[config.mk]
export PLATFORM = sky130hd
export DESIGN_NAME = led_strip_effect_generator
export DESIGN_NICKNAME = d
export VERILOG_FILES = /design/src/sv/lsfx_pkg.sv /design/src/sv/lsfx_frame_div.sv /design/src/sv/lsfx_pixel_seq.sv /design/src/sv/lsfx_hue_pipe.sv /design/src/sv/lsfx_color_pipe.sv /design/src/sv/led_strip_effect_generator.sv
export VERILOG_INCLUDE_DIRS = /design/src /design/src/sv
export SDC_FILE = /design/constraint.sdc
export NUM_CORES = 2
export LEC_CHECK = 0
export CAP_MARGIN = 10
export CORE_MARGIN = 8
export CORE_UTILIZATION = 41
export DETAILED_ROUTE_END_ITERATION = 16
export DONT_BUFFER_PORTS = 1
export PLACE_DENSITY_LB_ADDON = 0.15
export SYNTH_ARGS = -nofsm -noshare
export SYNTH_HDL_FRONTEND = slang
export SYNTH_SLANG_ARGS = --single-unit
export TNS_END_PERCENT = 30
[constraint.sdc]
create_clock -name clock -period 14.2 [get_ports clock]
set_input_delay 1.42 -clock clock [delete_from_list [all_inputs] [get_ports clock]]
set_output_delay 1.42 -clock clock [all_outputs]
set_load 0.05 [all_outputs]
[src/sv/led_strip_effect_generator_defines.svh]
// Assertion macros used by the top-level RTL file.
`ifndef LED_STRIP_EFFECT_GENERATOR_DEFINES_SVH
`define LED_STRIP_EFFECT_GENERATOR_DEFINES_SVH

// Consequent must hold in the same cycle as the antecedent.
`define LSFX_ASSERT_SAME(label, clk, rst, ante, cons) \
   label: assert property (@(posedge clk) disable iff (rst) (ante) |-> (cons)) \
      else $error("same-cycle check failed");

// Consequent must hold in the cycle after the antecedent.
`define LSFX_ASSERT_NEXT(label, clk, rst, ante, cons) \
   label: assert property (@(posedge clk) disable iff (rst) (ante) |=> (cons)) \
      else $error("next-cycle check failed");

`endif

[src/sv/lsfx_pkg.sv]
`default_nettype none

package lsfx_pkg;

   localparam int LED_COUNT_DEF = 64;
   localparam int IDX_W         = 6;
   localparam int ELAPSED_W     = 32;
   localparam int CNT_W         = 5;
   localparam int COLOR_W       = 8;
   localparam int BRIGHT_W      = 7;
   localparam int BLINK_W       = 16;
   localparam int STEP_W        = 13;
   localparam int CSR_IDX_W     = 3;
   localparam int CSR_DATA_W    = 16;
   localparam int HUE_W         = 9;
   localparam int HUE_FULL      = 360;
   localparam int SECTOR_SPAN   = 60;
   localparam int DIV_STAGES    = 8;
   localparam int DIV_STEPS     = 4;
   localparam int PROD_W        = COLOR_W + BRIGHT_W;
   localparam int RECIP_W       = 13;
   localparam int RECIP_MUL     = 5243;
   localparam int RECIP_SHIFT   = 19;
   localparam int ROUND_ADD     = 50;
   localparam int COLOR_MAX     = 255;
   localparam int BRIGHT_RESET  = 50;
   localparam int STEP_RESET    = 100;

   typedef enum logic [1:0] {
      MODE_BLANK   = 2'd0,
      MODE_STEADY  = 2'd1,
      MODE_RAINBOW = 2'd2,
      MODE_HUE     = 2'd3
   } mode_type;

   typedef enum logic [CSR_IDX_W-1:0] {
      CSR_MODE   = 3'd0,
      CSR_RED    = 3'd1,
      CSR_GREEN  = 3'd2,
      CSR_BLUE   = 3'd3,
      CSR_BRIGHT = 3'd4,
      CSR_BLINK  = 3'd5,
      CSR_STEP   = 3'd6
   } csr_index_type;

   typedef enum logic [1:0] {
      FD_IDLE,
      FD_RUN,
      FD_DONE
   } fd_state_type;

   typedef struct packed {
      mode_type                  mode;
      logic [COLOR_W-1:0]        red;
      logic [COLOR_W-1:0]        green;
      logic [COLOR_W-1:0]        blue;
      logic [BRIGHT_W-1:0]       bright;
      logic [BLINK_W-1:0]        blink;
      logic [STEP_W-1:0]         step;
   } cfg_type;

   typedef struct packed {
      logic [ELAPSED_W-1:0] frame;
      logic                 dark;
   } frame_type;

   typedef struct packed {
      logic [IDX_W-1:0] idx;
      logic             last;
      logic             dark;
   } meta_type;

   typedef struct packed {
      meta_type             meta;
      logic [ELAPSED_W-1:0] x;
      logic [ELAPSED_W-1:0] f;
   } pixel_type;

endpackage

`default_nettype wire

[src/sv/lsfx_frame_div.sv]
`default_nettype none

module lsfx_frame_div (
   input  wire                              clock,
   input  wire                              reset,
   input  lsfx_pkg::cfg_type                cfg,
   input  wire                              req_valid,
   output logic                             req_stall,
   input  wire [lsfx_pkg::ELAPSED_W-1:0]    req_elapsed_ms,
   input  wire                              take,
   output logic                             fr_valid,
   output lsfx_pkg::frame_type              fr
);
   import lsfx_pkg::*;

   fd_state_type           state_ff, state_in;
   logic [ELAPSED_W-1:0]   dvd_ff, dvd_in;
   logic [ELAPSED_W-1:0]   quo_ff, quo_in;
   logic [STEP_W-1:0]      srem_ff, srem_in;
   logic [BLINK_W-1:0]     brem_ff, brem_in;
   logic                   bodd_ff, bodd_in;
   logic [CNT_W-1:0]       cnt_ff, cnt_in;
   logic [STEP_W-1:0]      step_div;
   logic [STEP_W:0]        s2, s_sub;
   logic [BLINK_W:0]       b2, b_sub;
   logic                   sq, bq;

   always_ff @(posedge clock) begin
      if (reset) begin
         state_ff <= FD_IDLE;
      end else begin
         state_ff <= state_in;
      end
      dvd_ff  <= dvd_in;
      quo_ff  <= quo_in;
      srem_ff <= srem_in;
      brem_ff <= brem_in;
      bodd_ff <= bodd_in;
      cnt_ff  <= cnt_in;
   end

   always_comb begin
      step_div = (cfg.step == '0) ? STEP_W'(1) : cfg.step;
      s2       = {srem_ff, dvd_ff[ELAPSED_W-1]};
      s_sub    = s2 - {1'b0, step_div};
      sq       = s2 >= {1'b0, step_div};
      b2       = {brem_ff, dvd_ff[ELAPSED_W-1]};
      b_sub    = b2 - {1'b0, cfg.blink};
      bq       = b2 >= {1'b0, cfg.blink};
      state_in = state_ff;
      dvd_in   = dvd_ff;
      quo_in   = quo_ff;
      srem_in  = srem_ff;
      brem_in  = brem_ff;
      bodd_in  = bodd_ff;
      cnt_in   = cnt_ff;
      req_stall = 1'b1;
      fr_valid  = 1'b0;
      unique case (state_ff)
         FD_IDLE: begin
            req_stall = 1'b0;
            if (req_valid) begin
               dvd_in   = req_elapsed_ms;
               srem_in  = '0;
               brem_in  = '0;
               cnt_in   = '0;
               state_in = FD_RUN;
            end
         end
         FD_RUN: begin
            dvd_in  = {dvd_ff[ELAPSED_W-2:0], 1'b0};
            quo_in  = {quo_ff[ELAPSED_W-2:0], sq};
            srem_in = sq ? s_sub[STEP_W-1:0] : s2[STEP_W-1:0];
            brem_in = bq ? b_sub[BLINK_W-1:0] : b2[BLINK_W-1:0];
            bodd_in = bq;
            cnt_in  = cnt_ff + CNT_W'(1);
            if (cnt_ff == CNT_W'(ELAPSED_W-1)) begin
               state_in = FD_DONE;
            end
         end
         FD_DONE: begin
            fr_valid = 1'b1;
            if (take) begin
               state_in = FD_IDLE;
            end
         end
         default: begin
            state_in = FD_IDLE;
         end
      endcase
      fr.frame = quo_ff;
      fr.dark  = (cfg.mode == MODE_BLANK) ||
                 ((cfg.mode == MODE_STEADY) && (cfg.blink != '0) && bodd_ff);
   end

endmodule

`default_nettype wire

[src/sv/lsfx_pixel_seq.sv]
`default_nettype none

module lsfx_pixel_seq #(
   parameter int LED_COUNT = lsfx_pkg::LED_COUNT_DEF
) (
   input  wire                    clock,
   input  wire                    reset,
   input  wire                    en,
   input  wire                    fr_valid,
   input  lsfx_pkg::frame_type    fr,
   output logic                   take,
   output logic                   pix_valid,
   output lsfx_pkg::pixel_type    pix
);
   import lsfx_pkg::*;

   localparam logic [IDX_W-1:0] LAST_IDX = IDX_W'(LED_COUNT - 1);

   logic                  active_ff, active_in;
   logic [IDX_W-1:0]      idx_ff, idx_in;
   logic [ELAPSED_W-1:0]  x_ff, x_in;
   logic [ELAPSED_W-1:0]  f_ff, f_in;
   logic                  dark_ff, dark_in;
   logic                  last_w;

   always_ff @(posedge clock) begin
      if (reset) begin
         active_ff <= 1'b0;
      end else begin
         active_ff <= active_in;
      end
      idx_ff  <= idx_in;
      x_ff    <= x_in;
      f_ff    <= f_in;
      dark_ff <= dark_in;
   end

   always_comb begin
      last_w    = (idx_ff == LAST_IDX);
      take      = fr_valid && (!active_ff || (en && last_w));
      active_in = active_ff;
      idx_in    = idx_ff;
      x_in      = x_ff;
      f_in      = f_ff;
      dark_in   = dark_ff;
      if (take) begin
         active_in = 1'b1;
         idx_in    = '0;
         x_in      = fr.frame * ELAPSED_W'(HUE_FULL);
         f_in      = fr.frame;
         dark_in   = fr.dark;
      end else if (active_ff && en) begin
         active_in = !last_w;
         idx_in    = idx_ff + IDX_W'(1);
         x_in      = x_ff + ELAPSED_W'(HUE_FULL);
      end
      pix_valid     = active_ff;
      pix.meta.idx  = idx_ff;
      pix.meta.last = last_w;
      pix.meta.dark = dark_ff;
      pix.x         = x_ff;
      pix.f         = f_ff;
   end

endmodule

`default_nettype wire

[src/sv/lsfx_hue_pipe.sv]
`default_nettype none

module lsfx_hue_pipe #(
   parameter int LED_COUNT = lsfx_pkg::LED_COUNT_DEF
) (
   input  wire                          clock,
   input  wire                          reset,
   input  wire                          en,
   input  wire                          flow,
   input  wire                          pix_valid,
   input  lsfx_pkg::pixel_type          pix,
   output logic                         hue_valid,
   output logic [lsfx_pkg::HUE_W-1:0]   hue,
   output lsfx_pkg::meta_type           meta
);
   import lsfx_pkg::*;

   localparam int REM_W = (LED_COUNT > 1) ? $clog2(LED_COUNT) : 1;
   localparam logic [REM_W:0] DIV_N   = (REM_W + 1)'(LED_COUNT);
   localparam logic [HUE_W:0] HUE_MOD = (HUE_W + 1)'(HUE_FULL);

   logic                 vld_ff  [0:DIV_STAGES];
   meta_type             meta_ff [0:DIV_STAGES];
   logic [ELAPSED_W-1:0] x_ff    [0:DIV_STAGES];
   logic [ELAPSED_W-1:0] f_ff    [0:DIV_STAGES];
   logic [REM_W-1:0]     drem_ff [0:DIV_STAGES];
   logic [HUE_W-1:0]     hrem_ff [0:DIV_STAGES];

   always_ff @(posedge clock) begin
      if (reset) begin
         vld_ff[0] <= 1'b0;
      end else if (en) begin
         vld_ff[0] <= pix_valid;
      end
      if (en) begin
         meta_ff[0] <= pix.meta;
         x_ff[0]    <= pix.x;
         f_ff[0]    <= pix.f;
         drem_ff[0] <= '0;
         hrem_ff[0] <= '0;
      end
   end

   for (genvar k = 1; k <= DIV_STAGES; k++) begin : g_stage
      logic [ELAPSED_W-1:0] x_in;
      logic [ELAPSED_W-1:0] f_in;
      logic [REM_W-1:0]     drem_in;
      logic [HUE_W-1:0]     hrem_in;

      always_comb begin
         logic [REM_W:0] d2;
         logic [HUE_W:0] h2;
         logic           qb;
         x_in    = x_ff[k-1];
         f_in    = f_ff[k-1];
         drem_in = drem_ff[k-1];
         hrem_in = hrem_ff[k-1];
         for (int j = 0; j < DIV_STEPS; j++) begin
            d2 = {drem_in, x_in[ELAPSED_W-1]};
            qb = (d2 >= DIV_N);
            if (qb) begin
               d2 = d2 - DIV_N;
            end
            drem_in = d2[REM_W-1:0];
            h2 = {hrem_in, (flow ? f_in[ELAPSED_W-1] : qb)};
            if (h2 >= HUE_MOD) begin
               h2 = h2 - HUE_MOD;
            end
            hrem_in = h2[HUE_W-1:0];
            x_in = {x_in[ELAPSED_W-2:0], 1'b0};
            f_in = {f_in[ELAPSED_W-2:0], 1'b0};
         end
      end

      always_ff @(posedge clock) begin
         if (reset) begin
            vld_ff[k] <= 1'b0;
         end else if (en) begin
            vld_ff[k] <= vld_ff[k-1];
         end
         if (en) begin
            meta_ff[k] <= meta_ff[k-1];
            x_ff[k]    <= x_in;
            f_ff[k]    <= f_in;
            drem_ff[k] <= drem_in;
            hrem_ff[k] <= hrem_in;
         end
      end
   end

   assign hue_valid = vld_ff[DIV_STAGES];
   assign hue       = hrem_ff[DIV_STAGES];
   assign meta      = meta_ff[DIV_STAGES];

endmodule

`default_nettype wire

[src/sv/lsfx_color_pipe.sv]
`default_nettype none

module lsfx_color_pipe (
   input  wire                            clock,
   input  wire                            reset,
   input  wire                            en,
   input  lsfx_pkg::cfg_type              cfg,
   input  wire                            hue_valid,
   input  wire [lsfx_pkg::HUE_W-1:0]      hue,
   input  lsfx_pkg::meta_type             meta,
   output logic                           rsp_valid,
   output logic [lsfx_pkg::IDX_W-1:0]     rsp_led_index,
   output logic [lsfx_pkg::COLOR_W-1:0]   rsp_red_out,
   output logic [lsfx_pkg::COLOR_W-1:0]   rsp_green_out,
   output logic [lsfx_pkg::COLOR_W-1:0]   rsp_blue_out,
   output logic                           rsp_last_pixel
);
   import lsfx_pkg::*;

   localparam int SCL_W = PROD_W + RECIP_W;

   logic               c1_vld_ff, c2_vld_ff, c3_vld_ff, rsp_valid_ff;
   meta_type           c1_meta_ff, c2_meta_ff, c3_meta_ff;
   logic [2:0]         c1_sec_ff, sec_in;
   logic [5:0]         c1_rem_ff, rem_in;
   logic [COLOR_W-1:0] c2_r_ff, c2_g_ff, c2_b_ff, r_in, g_in, b_in;
   logic [PROD_W-1:0]  c3_r_ff, c3_g_ff, c3_b_ff;
   logic [IDX_W-1:0]   idx_ff;
   logic [COLOR_W-1:0] red_ff, green_ff, blue_ff;
   logic [COLOR_W-1:0] red_in, green_in, blue_in;
   logic               last_ff;
   logic [COLOR_W-1:0] ramp, down;

   function automatic logic [PROD_W-1:0] lsfx_round(input logic [COLOR_W-1:0] v,
                                                    input logic [BRIGHT_W-1:0] p);
      return PROD_W'(v) * PROD_W'(p) + PROD_W'(ROUND_ADD);
   endfunction

   function automatic logic [COLOR_W-1:0] lsfx_div(input logic [PROD_W-1:0] n);
      logic [SCL_W-1:0] q;
      q = (SCL_W'(n) * SCL_W'(RECIP_MUL)) >> RECIP_SHIFT;
      return (q > SCL_W'(COLOR_MAX)) ? COLOR_W'(COLOR_MAX) : q[COLOR_W-1:0];
   endfunction

   always_comb begin
      priority if (hue >= HUE_W'(5 * SECTOR_SPAN)) begin
         sec_in = 3'd5;
      end else if (hue >= HUE_W'(4 * SECTOR_SPAN)) begin
         sec_in = 3'd4;
      end else if (hue >= HUE_W'(3 * SECTOR_SPAN)) begin
         sec_in = 3'd3;
      end else if (hue >= HUE_W'(2 * SECTOR_SPAN)) begin
         sec_in = 3'd2;
      end else if (hue >= HUE_W'(SECTOR_SPAN)) begin
         sec_in = 3'd1;
      end else begin
         sec_in = 3'd0;
      end
      rem_in = 6'(hue - HUE_W'(sec_in) * HUE_W'(SECTOR_SPAN));
   end

   always_comb begin
      ramp = COLOR_W'((11'(c1_rem_ff) * 11'd17) >> 2);
      down = COLOR_W'(COLOR_MAX) - ramp;
      unique case (c1_sec_ff)
         3'd0: begin r_in = 8'hFF; g_in = ramp;  b_in = 8'h00; end
         3'd1: begin r_in = down;  g_in = 8'hFF; b_in = 8'h00; end
         3'd2: begin r_in = 8'h00; g_in = 8'hFF; b_in = ramp;  end
         3'd3: begin r_in = 8'h00; g_in = down;  b_in = 8'hFF; end
         3'd4: begin r_in = ramp;  g_in = 8'h00; b_in = 8'hFF; end
         default: begin r_in = 8'hFF; g_in = 8'h00; b_in = down; end
      endcase
      if (cfg.mode == MODE_STEADY) begin
         r_in = cfg.red;
         g_in = cfg.green;
         b_in = cfg.blue;
      end
   end

   always_comb begin
      red_in   = c3_meta_ff.dark ? '0 : lsfx_div(c3_r_ff);
      green_in = c3_meta_ff.dark ? '0 : lsfx_div(c3_g_ff);
      blue_in  = c3_meta_ff.dark ? '0 : lsfx_div(c3_b_ff);
   end

   always_ff @(posedge clock) begin
      if (reset) begin
         c1_vld_ff    <= 1'b0;
         c2_vld_ff    <= 1'b0;
         c3_vld_ff    <= 1'b0;
         rsp_valid_ff <= 1'b0;
      end else if (en) begin
         c1_vld_ff    <= hue_valid;
         c2_vld_ff    <= c1_vld_ff;
         c3_vld_ff    <= c2_vld_ff;
         rsp_valid_ff <= c3_vld_ff;
      end
      if (en) begin
         c1_meta_ff <= meta;
         c1_sec_ff  <= sec_in;
         c1_rem_ff  <= rem_in;
         c2_meta_ff <= c1_meta_ff;
         c2_r_ff    <= r_in;
         c2_g_ff    <= g_in;
         c2_b_ff    <= b_in;
         c3_meta_ff <= c2_meta_ff;
         c3_r_ff    <= lsfx_round(c2_r_ff, cfg.bright);
         c3_g_ff    <= lsfx_round(c2_g_ff, cfg.bright);
         c3_b_ff    <= lsfx_round(c2_b_ff, cfg.bright);
         idx_ff     <= c3_meta_ff.idx;
         last_ff    <= c3_meta_ff.last;
         red_ff     <= red_in;
         green_ff   <= green_in;
         blue_ff    <= blue_in;
      end
   end

   assign rsp_valid      = rsp_valid_ff;
   assign rsp_led_index  = idx_ff;
   assign rsp_red_out    = red_ff;
   assign rsp_green_out  = green_ff;
   assign rsp_blue_out   = blue_ff;
   assign rsp_last_pixel = last_ff;

endmodule

`default_nettype wire

[src/sv/led_strip_effect_generator.sv]
// LED strip effect generator.
// A request transaction carries the milliseconds elapsed since the effect was
// set; the block answers with LED_COUNT response transactions, one color per
// LED in strip order, the final one flagged by rsp_last_pixel.
// Both channels use valid and stall; a transaction completes on a clock edge
// with valid high and stall low. Registers are to be written through csr_wen,
// csr_index and csr_wdata only while no frame is in flight; the block itself
// does not enforce this. A request runs through a bit-serial divider (one
// quotient bit per cycle for the frame number and the blink phase), and the
// divider takes no new request until its finished frame has been taken by the
// pixel sequencer. Pixels are then issued one per cycle, unless rsp_stall
// holds them, into a 13-stage pipeline (hue division and modulo over 8 stages,
// then color, scaling and the output register). A new request is taken while
// the previous frame streams out. rsp_stall freezes the whole pixel pipeline;
// no pixel is dropped or repeated. Synchronous reset empties the pipeline and
// loads the register defaults.
`default_nettype none
`include "led_strip_effect_generator_defines.svh"

module led_strip_effect_generator #(
   parameter int LED_COUNT = lsfx_pkg::LED_COUNT_DEF
) (
   input  wire                               clock,
   input  wire                               reset,
   input  wire                               req_valid,
   output logic                              req_stall,
   input  wire [lsfx_pkg::ELAPSED_W-1:0]     req_elapsed_ms,
   output logic                              rsp_valid,
   input  wire                               rsp_stall,
   output logic [lsfx_pkg::IDX_W-1:0]        rsp_led_index,
   output logic [lsfx_pkg::COLOR_W-1:0]      rsp_red_out,
   output logic [lsfx_pkg::COLOR_W-1:0]      rsp_green_out,
   output logic [lsfx_pkg::COLOR_W-1:0]      rsp_blue_out,
   output logic                              rsp_last_pixel,
   input  wire                               csr_wen,
   input  wire [lsfx_pkg::CSR_IDX_W-1:0]     csr_index,
   input  wire [lsfx_pkg::CSR_DATA_W-1:0]    csr_wdata
);
   import lsfx_pkg::*;

   cfg_type    cfg_ff, cfg_in;
   logic       en;
   logic       fr_valid, take;
   frame_type  fr;
   logic       pix_valid;
   pixel_type  pix;
   logic       hue_valid;
   logic [HUE_W-1:0] hue;
   meta_type   hue_meta;

   always_comb begin
      cfg_in = cfg_ff;
      if (csr_wen) begin
         unique case (csr_index_type'(csr_index))
            CSR_MODE:   cfg_in.mode   = mode_type'(csr_wdata[1:0]);
            CSR_RED:    cfg_in.red    = csr_wdata[COLOR_W-1:0];
            CSR_GREEN:  cfg_in.green  = csr_wdata[COLOR_W-1:0];
            CSR_BLUE:   cfg_in.blue   = csr_wdata[COLOR_W-1:0];
            CSR_BRIGHT: cfg_in.bright = csr_wdata[BRIGHT_W-1:0];
            CSR_BLINK:  cfg_in.blink  = csr_wdata[BLINK_W-1:0];
            CSR_STEP:   cfg_in.step   = csr_wdata[STEP_W-1:0];
            default:    cfg_in = cfg_ff;
         endcase
      end
   end

   always_ff @(posedge clock) begin
      if (reset) begin
         cfg_ff.mode   <= MODE_BLANK;
         cfg_ff.red    <= '0;
         cfg_ff.green  <= '0;
         cfg_ff.blue   <= '0;
         cfg_ff.bright <= BRIGHT_W'(BRIGHT_RESET);
         cfg_ff.blink  <= '0;
         cfg_ff.step   <= STEP_W'(STEP_RESET);
      end else begin
         cfg_ff <= cfg_in;
      end
   end

   assign en = !rsp_valid || !rsp_stall;

   lsfx_frame_div u_frame_div (
      .clock          (clock),
      .reset          (reset),
      .cfg            (cfg_ff),
      .req_valid      (req_valid),
      .req_stall      (req_stall),
      .req_elapsed_ms (req_elapsed_ms),
      .take           (take),
      .fr_valid       (fr_valid),
      .fr             (fr)
   );

   lsfx_pixel_seq #(.LED_COUNT(LED_COUNT)) u_pixel_seq (
      .clock     (clock),
      .reset     (reset),
      .en        (en),
      .fr_valid  (fr_valid),
      .fr        (fr),
      .take      (take),
      .pix_valid (pix_valid),
      .pix       (pix)
   );

   lsfx_hue_pipe #(.LED_COUNT(LED_COUNT)) u_hue_pipe (
      .clock     (clock),
      .reset     (reset),
      .en        (en),
      .flow      (cfg_ff.mode == MODE_HUE),
      .pix_valid (pix_valid),
      .pix       (pix),
      .hue_valid (hue_valid),
      .hue       (hue),
      .meta      (hue_meta)
   );

   lsfx_color_pipe u_color_pipe (
      .clock          (clock),
      .reset          (reset),
      .en             (en),
      .cfg            (cfg_ff),
      .hue_valid      (hue_valid),
      .hue            (hue),
      .meta           (hue_meta),
      .rsp_valid      (rsp_valid),
      .rsp_led_index  (rsp_led_index),
      .rsp_red_out    (rsp_red_out),
      .rsp_green_out  (rsp_green_out),
      .rsp_blue_out   (rsp_blue_out),
      .rsp_last_pixel (rsp_last_pixel)
   );

   `LSFX_ASSERT_SAME(a_last_index, clock, reset, rsp_valid && rsp_last_pixel,
      rsp_led_index == IDX_W'(LED_COUNT - 1))
   `LSFX_ASSERT_NEXT(a_frame_continues, clock, reset, pix_valid && en && !pix.meta.last,
      pix_valid)
   `LSFX_ASSERT_NEXT(a_frame_taken, clock, reset, fr_valid && !pix_valid, pix_valid)
   `LSFX_ASSERT_NEXT(a_req_busy, clock, reset, req_valid && !req_stall, req_stall)

endmodule

`default_nettype wire

==> metrics <==
synthesized netlist cell count=4549; clk root buf=clkbuf_16; ys async rst share=0%; element type at the critical path start=flip-flop; antenna violations before repair=6; worst-skew pair later-pin latency=670 ps; Final Slew Violations=0; number of iterations in the first detailed-routing pass=6; combined area of all synthesized cells=52250 um^2; Primary FF master, synth=edfxtp_1; Endpoint, Worst Hold=u_hue_pipe.f_ff[0][126]$_DFFE_PP_; CTS Buffer Depth=3; class of the tightest hold or removal check=reg -> reg; Die Span X=373.0 um; TritonCTS clock tree=built; overflow left after global routing=0; R2R Path End=u_color_pipe.rsp_blue_out[5]$_SDFFCE_PP0P_; number of buffers created by CTS=89; number of core rows=131; Register-to-Register Setup Slack=7780 ps; post-route clock skew=31.55 ps; status=finished, final reports clean; DRC errors left=0; per-cell routed wire length=15.72 um; Area Overhead vs Synth=9.224%; arrival time worst endpoint=6810 ps; share of layout cells above drive strength 1=5.533%; standard cell core area=127000 um^2; floorplan die height=373.0 um; Worst slew margin=26.41%; Final Net Count=5466; top-level port count=89; deepest level of the CTS H-tree=3; detailed-route wire length=98870 um; count of flip-flops with a built-in enable after synthesis=721; clock transition at the registers of the reported paths=60 ps; post-synthesis net count=5461; maximum frequency from static timing analysis=155.6 MHz; number of failing setup endpoints in the final timing report=0; most common library cell in the layout ignoring fill and taps=edfxtp_1; per-cell via count in the routed design=4.984; final critical-path required period=6425 ps; via count of the first global-routing pass=31580; initial cell density of the core=41.13%; unrepaired setup endpoints after global routing=false; mean post-synth cell area=11.49 um^2; number of stages on the worst hold path=0; number of buffers inserted by hold repair at cts=0; min-delay src=u_hue_pipe.f_ff[0][90]$_DFFE_PP_; final worst-path cycle share=45.25%; Clock Sinks=796; Placer Congestion=0.8168; sequential cell area fraction in the yosys report=44.31%; global-route wire length before repair=164100 um; overall routing resource usage=14.10%; CTS-repair resized insts=0; half-perimeter wire length after placement=73850 um; maximum fanout along the worst path=6; required time at the worst-slack endpoint=14590 ps; register bit total from synthesis=796; antenna-violating nets left=0; final-report hold violation count=0; category of the critical setup timing path=reg -> reg; overall die area=139100 um^2; # port buffers=0; final total negative setup slack=0 ps; routed via count=31360; R2R cell count=23; max-capacitance violation count=0; reg-to-reg critical path startpoint=u_color_pipe.c3_b_ff[4]$_DFFE_PP_; most frequent cells in the layout=edfxtp_1 (721), inv_1 (671), ha_1 (498); Setup Buffers After CTS=0; pin count of the biggest net entering global routing=197; Warnings, synthesis=0; initial detailed-routing violation count=1763; unique cell type count in the Yosys netlist=107; kind of end point of the critical path=flip-flop; slew at the pin with the worst max-slew slack=1102 ps
layer usage:
layer	up-vias	global-route usage [%]	part of all wire [%]	wire length [um]
met4	2	3.124	1.9	1839
met1	15130	19.81	48	47910
met3	126	2.547	4.0	3977
met2	405	22.83	46	45130
li1	15690	-	-	-
met5	-	0	0.012	12
critical path, cell delays in order, from the launching register on:
cell and delay (ps):
edfxtp_1 500, ha_1 350, inv_1 60, fa_1 500, inv_1 40, ha_1 280, ha_1 270, inv_1 50
fa_1 540, inv_1 40, ha_1 270, and3_1 180, a31o_2 240, a21o_1 170, a21o_1 170, a21o_1 180
a221o_1 320, a211oi_1 350, o31ai_1 190, a2111oi_0 720, nor3_1 120, nor2_1 140, xor2_1 370, a21oi_1 130
how the worst max path moves through the flow:
| stage | start | endpoint | slack, ps | cells after the start |
|---|---|---|---|---|
| CTS | u_color_pipe.c3_b_ff[4]$_DFFE_PP_ | u_color_pipe.rsp_blue_out[5]$_SDFFCE_PP0P_ | 7690 | 23 |
| detailed placement | u_color_pipe.c3_b_ff[4]$_DFFE_PP_ | u_color_pipe.rsp_blue_out[5]$_SDFFCE_PP0P_ | 7670 | 23 |
| floorplan | rsp_stall | u_pixel_seq.x_ff[10]$_DFFE_PP_ | 2620 | 5 |
| global route | u_color_pipe.c3_b_ff[4]$_DFFE_PP_ | u_color_pipe.rsp_blue_out[4]$_SDFFCE_PP0P_ | 7220 | 23 |
| global placement | u_color_pipe.c3_b_ff[4]$_DFFE_PP_ | u_color_pipe.rsp_blue_out[5]$_SDFFCE_PP0P_ | 7730 | 23 |
| finish | u_color_pipe.c3_b_ff[4]$_DFFE_PP_ | u_color_pipe.rsp_blue_out[5]$_SDFFCE_PP0P_ | 7780 | 23 |
synth_stat cells (37+ instances only):
| library cell | number | area, um^2 |
|---|---|---|
| a21o_1 | 42 | 315.3 |
| nor3_1 | 55 | 275.3 |
| xor2_1 | 63 | 551.8 |
| and2_1 | 122 | 763.2 |
| inv_1 | 673 | 2526 |
| mux2_2 | 37 | 416.7 |
| xnor2_1 | 152 | 1331 |
| clkbuf_1 | 86 | 322.8 |
| nor2_1 | 219 | 822.0 |
| ha_1 | 498 | 6231 |
| dfxtp_1 | 75 | 1501 |
| fa_1 | 358 | 7167 |
| mux2i_1 | 66 | 660.6 |
| nand3_1 | 49 | 245.2 |
| nand2_1 | 448 | 1682 |
| a21oi_1 | 232 | 1161 |
| o21ai_0 | 126 | 630.6 |
| edfxtp_1 | 721 | 21650 |
area by class of cell:
cell class                      count  area (um^2)
Clock buffer                      111         2372
Tap cell                         1662         2079
Timing Repair Buffer               23        185.2
Clock inverter                     53        593.1
Antenna cell                        2        5.005
Sequential cell                   796        23150
Inverter                          675         2537
Fill cell                       11730        69960
Multi-Input combinational cell   2969        26140
logic make-up (layout without fill, tap and decap cells):
kind of cell / count (synthesis) / in the layout / share of synthesized area [%]
flops: 796 / 796 / 44.31
other cells: 0 / 2 / 0
xor+xnor: 215 / 215 / 3.604
mux: 106 / 106 / 2.146
compound gates: 689 / 689 / 8.604
buf+inv: 784 / 862 / 5.692
simple gates: 1095 / 1095 / 9.847
fa+ha+maj: 864 / 864 / 25.80
metrics by stage:
stage                     util, %  setup WS (ps)  instances  area (um^2)  hold WS, ps
after floorplan                 -           2625       4549        52250        400.3
after global placement      42.59           7728       6125        54100        400.3
after detailed placement    42.59           7675       6125        54100        404.5
after CTS                   44.92           7691       6289        57060        409.5
after global routing        44.92           7218       6289        57060        417.6
final                       44.93           7775       6291        57070        408.5
state kept, by name, indices dropped and copies added, names as in the netlist, 9 cells and up:
signal                cells
cfg_ff                   62
u_color_pipe.c3_b_ff     15
u_color_pipe.c3_g_ff     15
u_color_pipe.c3_r_ff     15
u_frame_div.brem_ff      16
u_frame_div.dvd_ff       32
u_frame_div.quo_ff       32
u_frame_div.srem_ff      13
u_hue_pipe.drem_ff       38
u_hue_pipe.f_ff         144
u_hue_pipe.hrem_ff       66
u_hue_pipe.meta_ff       72
u_hue_pipe.vld_ff         9
u_hue_pipe.x_ff          98
u_pixel_seq.f_ff         32
u_pixel_seq.x_ff         29
Power is not shown: default switching activity piles up to over one toggle a cycle in this logic, so the estimate is an artifact.
